$ cat src/rtl/bhpq_pkg.sv
`default_nettype none
// ---------------------------------------------------------------------------
// bhpq_pkg
// Shared types and constants of the binary heap priority queue: request and
// response payloads, operation and status codes, default geometry.
// ---------------------------------------------------------------------------
package bhpq_pkg;

	// fixed field widths of the ports
	localparam int KEY_W  = 32;
	localparam int TAG_W  = 16;
	localparam int STAT_W = 2;
	localparam int CNT_W  = 9;

	// default geometry
	localparam int DEF_CAPACITY = 256;
	localparam int DEF_KEY_BITS = 32;
	localparam int DEF_TAG_BITS = 16;

	// operation codes
	localparam logic ACT_INSERT  = 1'b0;
	localparam logic ACT_EXTRACT = 1'b1;

	// status codes
	localparam logic [STAT_W-1:0] ST_OK    = 2'd0;
	localparam logic [STAT_W-1:0] ST_EMPTY = 2'd1;
	localparam logic [STAT_W-1:0] ST_FULL  = 2'd2;

	typedef struct packed {
		logic             action;
		logic [KEY_W-1:0] key;
		logic [TAG_W-1:0] tag;
	} req_t;

	typedef struct packed {
		logic [KEY_W-1:0]  out_key;
		logic [TAG_W-1:0]  out_tag;
		logic [STAT_W-1:0] status;
		logic [CNT_W-1:0]  count;
	} rsp_t;

endpackage
`default_nettype wire

$ cat src/rtl/bhpq_seq.sv
`default_nettype none
// ---------------------------------------------------------------------------
// bhpq_seq
// Heap sequencer: takes one request at a time, walks the heap one level per
// read/compare/write pair and hands one response to the output stage.
// The moving entry is held in a register; each level either moves the
// compared neighbor into the hole or drops the held entry there.
// ---------------------------------------------------------------------------
module bhpq_seq #(
	parameter int CAPACITY = 256,
	parameter int KEY_BITS = 32,
	parameter int TAG_BITS = 16,
	parameter int AW       = 8,
	parameter int EW       = 48
) (
	input  wire logic          clk,
	input  wire logic          arst_n,
	input  wire bhpq_pkg::req_t req,
	input  wire logic          req_valid,
	output logic               req_ready,
	output bhpq_pkg::rsp_t     res,
	output logic               res_valid,
	input  wire logic          res_ready,
	output logic               we,
	output logic [AW-1:0]      waddr,
	output logic [EW-1:0]      wdata,
	output logic [AW-1:0]      raddr0,
	output logic [AW-1:0]      raddr1,
	input  wire logic [EW-1:0] rdata0,
	input  wire logic [EW-1:0] rdata1
);
	import bhpq_pkg::*;

	localparam int CW = $clog2(CAPACITY + 1);
	localparam int XW = AW + 2;

	typedef enum logic [2:0] {
		S_IDLE,
		S_UP,
		S_UPCMP,
		S_XWAIT,
		S_DN,
		S_DNCMP,
		S_DONE
	} state_t;

	state_t                state_q;
	logic [AW-1:0]         idx_q;
	logic [CW-1:0]         cnt_q;
	logic [EW-1:0]         x_q;
	logic [KEY_BITS-1:0]   res_key_q;
	logic [TAG_BITS-1:0]   res_tag_q;
	logic [STAT_W-1:0]     status_q;

	logic                  accept;
	logic [EW-1:0]         ent_in;
	logic [AW-1:0]         idx_m1;
	logic [AW-1:0]         pidx;
	logic [XW-1:0]         lc;
	logic [XW-1:0]         rc;
	logic                  l_ok;
	logic                  r_ok;
	logic                  pick_r;
	logic [EW-1:0]         best;
	logic [AW-1:0]         bidx;
	logic                  up_move;
	logic                  dn_move;
	logic                  full;
	logic                  empty;
	logic [CW-1:0]         cnt_m1;

	// request decode, entry ordered as {key, tag} so one compare decides
	assign accept = req_valid && req_ready;
	assign ent_in = {KEY_BITS'(req.key), TAG_BITS'(req.tag)};
	assign full   = (cnt_q == CW'(CAPACITY));
	assign empty  = (cnt_q == '0);
	assign cnt_m1 = cnt_q - CW'(1);

	// neighbor indexes of the hole
	assign idx_m1 = idx_q - AW'(1);
	assign pidx   = idx_m1 >> 1;
	assign lc     = XW'({idx_q, 1'b1});
	assign rc     = lc + XW'(1);
	assign l_ok   = (lc < XW'(cnt_q));
	assign r_ok   = (rc < XW'(cnt_q));

	// level decisions
	assign up_move = (x_q < rdata0);
	assign pick_r  = r_ok && (rdata1 < rdata0);
	assign best    = pick_r ? rdata1 : rdata0;
	assign bidx    = pick_r ? rc[AW-1:0] : lc[AW-1:0];
	assign dn_move = (best < x_q);

	// handshake and response
	assign req_ready     = (state_q == S_IDLE);
	assign res_valid     = (state_q == S_DONE);
	assign res.out_key   = KEY_W'(res_key_q);
	assign res.out_tag   = TAG_W'(res_tag_q);
	assign res.status    = status_q;
	assign res.count     = CNT_W'(cnt_q);

	// memory port control
	always_comb begin
		we     = 1'b0;
		waddr  = idx_q;
		wdata  = x_q;
		raddr0 = '0;
		raddr1 = AW'(cnt_m1);
		unique case (state_q)
			S_UP: begin
				raddr0 = pidx;
				we     = (idx_q == '0);
			end
			S_UPCMP: begin
				we    = 1'b1;
				wdata = up_move ? rdata0 : x_q;
			end
			S_DN: begin
				raddr0 = lc[AW-1:0];
				raddr1 = rc[AW-1:0];
				we     = !l_ok;
			end
			S_DNCMP: begin
				we    = 1'b1;
				wdata = dn_move ? best : x_q;
			end
			default: begin
				we = 1'b0;
			end
		endcase
	end

	// sequencer state and registered results
	always_ff @(posedge clk or negedge arst_n) begin
		if (!arst_n) begin
			state_q   <= S_IDLE;
			cnt_q     <= '0;
			idx_q     <= '0;
			x_q       <= '0;
			res_key_q <= '0;
			res_tag_q <= '0;
			status_q  <= ST_OK;
		end else begin
			unique case (state_q)
				S_IDLE: begin
					if (accept) begin
						res_key_q <= '0;
						res_tag_q <= '0;
						status_q  <= ST_OK;
						if (req.action == ACT_INSERT) begin
							if (full) begin
								status_q <= ST_FULL;
								state_q  <= S_DONE;
							end else begin
								x_q     <= ent_in;
								idx_q   <= AW'(cnt_q);
								cnt_q   <= cnt_q + CW'(1);
								state_q <= S_UP;
							end
						end else begin
							if (empty) begin
								status_q <= ST_EMPTY;
								state_q  <= S_DONE;
							end else begin
								cnt_q   <= cnt_m1;
								state_q <= S_XWAIT;
							end
						end
					end
				end
				S_UP: begin
					state_q <= (idx_q == '0) ? S_DONE : S_UPCMP;
				end
				S_UPCMP: begin
					if (up_move) begin
						idx_q   <= pidx;
						state_q <= S_UP;
					end else begin
						state_q <= S_DONE;
					end
				end
				S_XWAIT: begin
					// root leaves, last entry becomes the held entry at the root
					res_key_q <= rdata0[EW-1:TAG_BITS];
					res_tag_q <= rdata0[TAG_BITS-1:0];
					x_q       <= rdata1;
					idx_q     <= '0;
					state_q   <= empty ? S_DONE : S_DN;
				end
				S_DN: begin
					state_q <= l_ok ? S_DNCMP : S_DONE;
				end
				S_DNCMP: begin
					if (dn_move) begin
						idx_q   <= bidx;
						state_q <= S_DN;
					end else begin
						state_q <= S_DONE;
					end
				end
				S_DONE: begin
					if (res_ready) begin
						state_q <= S_IDLE;
					end
				end
				default: begin
					state_q <= S_IDLE;
				end
			endcase
		end
	end

endmodule
`default_nettype wire

$ cat config.mk
export PLATFORM = sky130hd
export DESIGN_NAME = bhpq_seq
export DESIGN_NICKNAME = d
export VERILOG_FILES = /design/src/rtl/bhpq_pkg.sv /design/src/rtl/bhpq_seq.sv
export SDC_FILE = /design/constraint.sdc
export NUM_CORES = 1
export LEC_CHECK = 0
export BUFFER_PORTS_ARGS = -buffer_cell sky130_fd_sc_hd__buf_2
export CORE_MARGIN = 4
export CORE_UTILIZATION = 55
export DETAILED_ROUTE_END_ITERATION = 8
export PLACE_DENSITY = 0.83
export SYNTH_ARGS = -nofsm -noshare
export SYNTH_HDL_FRONTEND = slang
export SYNTH_SLANG_ARGS = --single-unit
$ cat constraint.sdc
create_clock -name clk -period 6.8 [get_ports clk]
set_input_delay 0.34 -clock clk [delete_from_list [all_inputs] [get_ports clk]]
set_output_delay 0.34 -clock clk [all_outputs]
set_load 0.05 [all_outputs]
==> impl_metrics.toml <==
[global_route]
use_met2_pct = 54.6
grt_max_degree = 98
grt_usage_pct = 32.9
grt_pass1_wl_mm = 58.8
antenna_found_initial = 3
busiest_layer = "met2"
grtUsageMet1_pct = 42.4
grtUsageMet3_pct = 6.29
grt-ovfl-total = 0
grt_pass1_vias = 11268

[synth]
synth_area_leaders = "dfrtp_1, ha_1, o21ai_0, nand2_1, mux2i_1"
yosys-top-cells-count = "ha_1, nand2_1, o21ai_0, dfrtp_1, inv_1"
synth.most_common_cell = "ha_1"
synth_edf_count = 0
synthesis.area_um2 = 10900
ys_types = 66
yosysTopAreaCellShare_pct = 27.0
synthCells = 1350
ys_warn_count = 0
synth_top_cell_by_area = "dfrtp_1"
synthArstFlopShare_pct = 100
ys.flop_type = "dfrtp_1"
yosys_register_bits = 118
synth_fp_nets = 1661
avgSynthCellArea_um2 = 8.10
synth_seq_area_share_pct = 27.0

[critical_path]
path_class = "reg2out"
slowest_delay_ns = 0.44
crit_fanout = 14
ff2ff_path_depth = 25
reg2reg_to = "waddr[4]"
path_depth = 27
endpoint = "wdata[31]"
crit_buf_inv = 5
critical_path.slowest_cell = "or4_1"
critical_path_required_ns = 6.46
cp-startpoint = "waddr[0]"
worstPathArrival_ns = 6.30
critPathTopFamily = "simple AND/OR/NAND/NOR gates"
timing.reg2reg.setup_slack_ns = 0.76
reg2reg_from = "waddr[0]"
crit_path_start_kind = "flop"
cp-end-kind = "output port"

[die]
die_y_um = 149
num_rows = 51
die_area_um2 = 22200
start_util_pct = 56.0
core_area_um2 = 19500
die_w_um = 149
ios = 283

[cts]
cts_tree = "yes"
clkLatencyLatePin_ns = 0.42
holdBufCountCts = 0
cts_buffers = 17
htree_levels = 4
clockRootBuffer = "clkbuf_16"
cts.clk_slew.worst_paths_ns = 0.06
cts_buffer_depth = 2
cts_sinks = 118

[pwr]
p_leak_nw = 6.75
swShare_pct = 56.3
p_int_w = 0.00369
p_switching_w = 0.00476
p_clk_share_pct = 11.0
irDropWorstVdd_uv = 366
pwr-share-seq_pct = 15.7
p_per_area_nw_per_um2 = 618
pwr-share-comb_pct = 73.2
finalPower_w = 0.00845

[status]
status = "finished, final reports clean"

[sta]
drv_slew = 0
setup_ws_ns = 0.161
worst_slew_pin_slew_ns = 1.05
slew_headroom_pct = 30.1
setup_viol = 0
fin_crit_sh_pct = 97.6
finalHoldViolCount = 0
fin_crit_ns = 6.64
fin_tns_setup_ns = 0
fin_worst_skew_ns = 0.00945
fmax_mhz = 151

[placed_design]
gp_congestion = 0.971
dpl_worst_slack_ns = 0.0597
dpl_cell_area_um2 = 12500
place_hpwl_mm = 27.4
io_buffers = 282

[final_layout]
layout.nets = 1925
fin_area_um2 = 13700
fin_util_pct = 70.0
fillCellCount = 1631
area_growth_pct = 25.0
drive_gt1_share_pct = 24.5

[route]
vias = 11790
drtIter0Drc = 1080
via_per_inst = 6.23
dr.pass1.iters = 6
drcViolationCount = 0
wl_per_cell_um = 20.3
ant_nets = 0
routed_wl_mm = 38.5

[min_path]
hold_path.class = "in2async"

[job]
cap_violations = 0
-- cell usage in the layout, fill, tap and decap left out, types with 7 or more instances in the layout --
master     instances
ha_1             161
a221o_1           48
o211ai_1           7
o21ai_0          135
nor3_1            62
nand4_1           20
dfrtp_1          113
nand2b_1          11
a21oi_1           48
buf_4             40
nor2b_1            7
a211oi_1           9
o21ai_1           57
buf_2            271
nand3_1           71
mux2_4             7
clkbuf_16         21
nor2_1            39
xnor2_1           20
inv_1            108
xor2_1             8
nand2_1          158
mux2i_1           49
a21o_1            22
-- worst min-delay path by stage --
stage	startpoint	to
after global routing	arst_n	cnt_q[5]
after detailed placement	arst_n	cnt_q[5]
final	arst_n	cnt_q[5]
after floorplan	arst_n	cnt_q[0]
after global placement	arst_n	cnt_q[5]
after CTS	arst_n	cnt_q[5]
-- cell type report --
type                       instances  area [µm²]  area share, %
timing repair buffer             327        1990           14.6
clock inverter                     8        96.3          0.705
antenna                            1        2.50         0.0183
clock buffer                      23         498           3.64
multi-input combinational       1040        7380           54.0
tap                              265         332           2.43
inverter                         110         413           3.02
sequential                       118        2960           21.7
-- stage by stage --
stage / instances / hold WS [ns]
after floorplan: 1350 / 0.0444
after global placement: 1829 / 0.461
after detailed placement: 1829 / 0.464
after CTS: 1864 / 0.0238
after global routing: 1892 / 0.0637
final: 1892 / 0.00248
-- flip-flops by register name, indices dropped and copies added, names as in the netlist --
register / count
status_q: 2
cnt_q: 9
res_key_q: 32
res_tag_q: 16
x_q: 48
state_q: 3
waddr: 8
-- per-layer routing --
metal  part of all wire (%)  routed length (µm)  up-vias
met5                  0.068                  26        -
met4                    3.4                1310        4
met3                    9.4                3630      120
met2                     48               18400      695
met1                     39               15100     5521
li1                       -                   -     5450
-- cell families after synthesis --
| logic type | Yosys count | synth area share [%] |
|---|---|---|
| and+or+nand+nor | 412 | 17.8 |
| AOI/OAI and AO/OA | 378 | 21.8 |
| buffers and inverters | 192 | 6.87 |
| adders and majority gates | 162 | 18.5 |
| DFF | 118 | 27.0 |
| muxes | 57 | 5.55 |
| xor gates and xnor gates | 31 | 2.48 |
-- power by group through the flow --
stage | combinational, W | sequential [W] | clock [W]
3_5_place_dp | 0.00558 | 0.00133 | 0
6_report | 0.00619 | 0.00133 | 0.000931
4_1_cts | 0.00571 | 0.00133 | 0.000934
3_3_place_gp | 0.00547 | 0.00132 | 0
2_1_floorplan | 0.00383 | 0.00185 | 0
5_1_grt | 0.00663 | 0.00137 | 0.000968
-- repair_timing --
| item | CTS | global route |
|---|---|---|
| endpoints found under the hold margin | 0 | 0 |
| resized for setup | 9 | 45 |
| endpoints found under the setup margin | 48 | 48 |
| pin swaps | 2 | 11 |
| buffers inserted | 2 | 23 |
| cloned | 2 | 4 |
No activity file was read; power rests on OpenSTA's default activity.
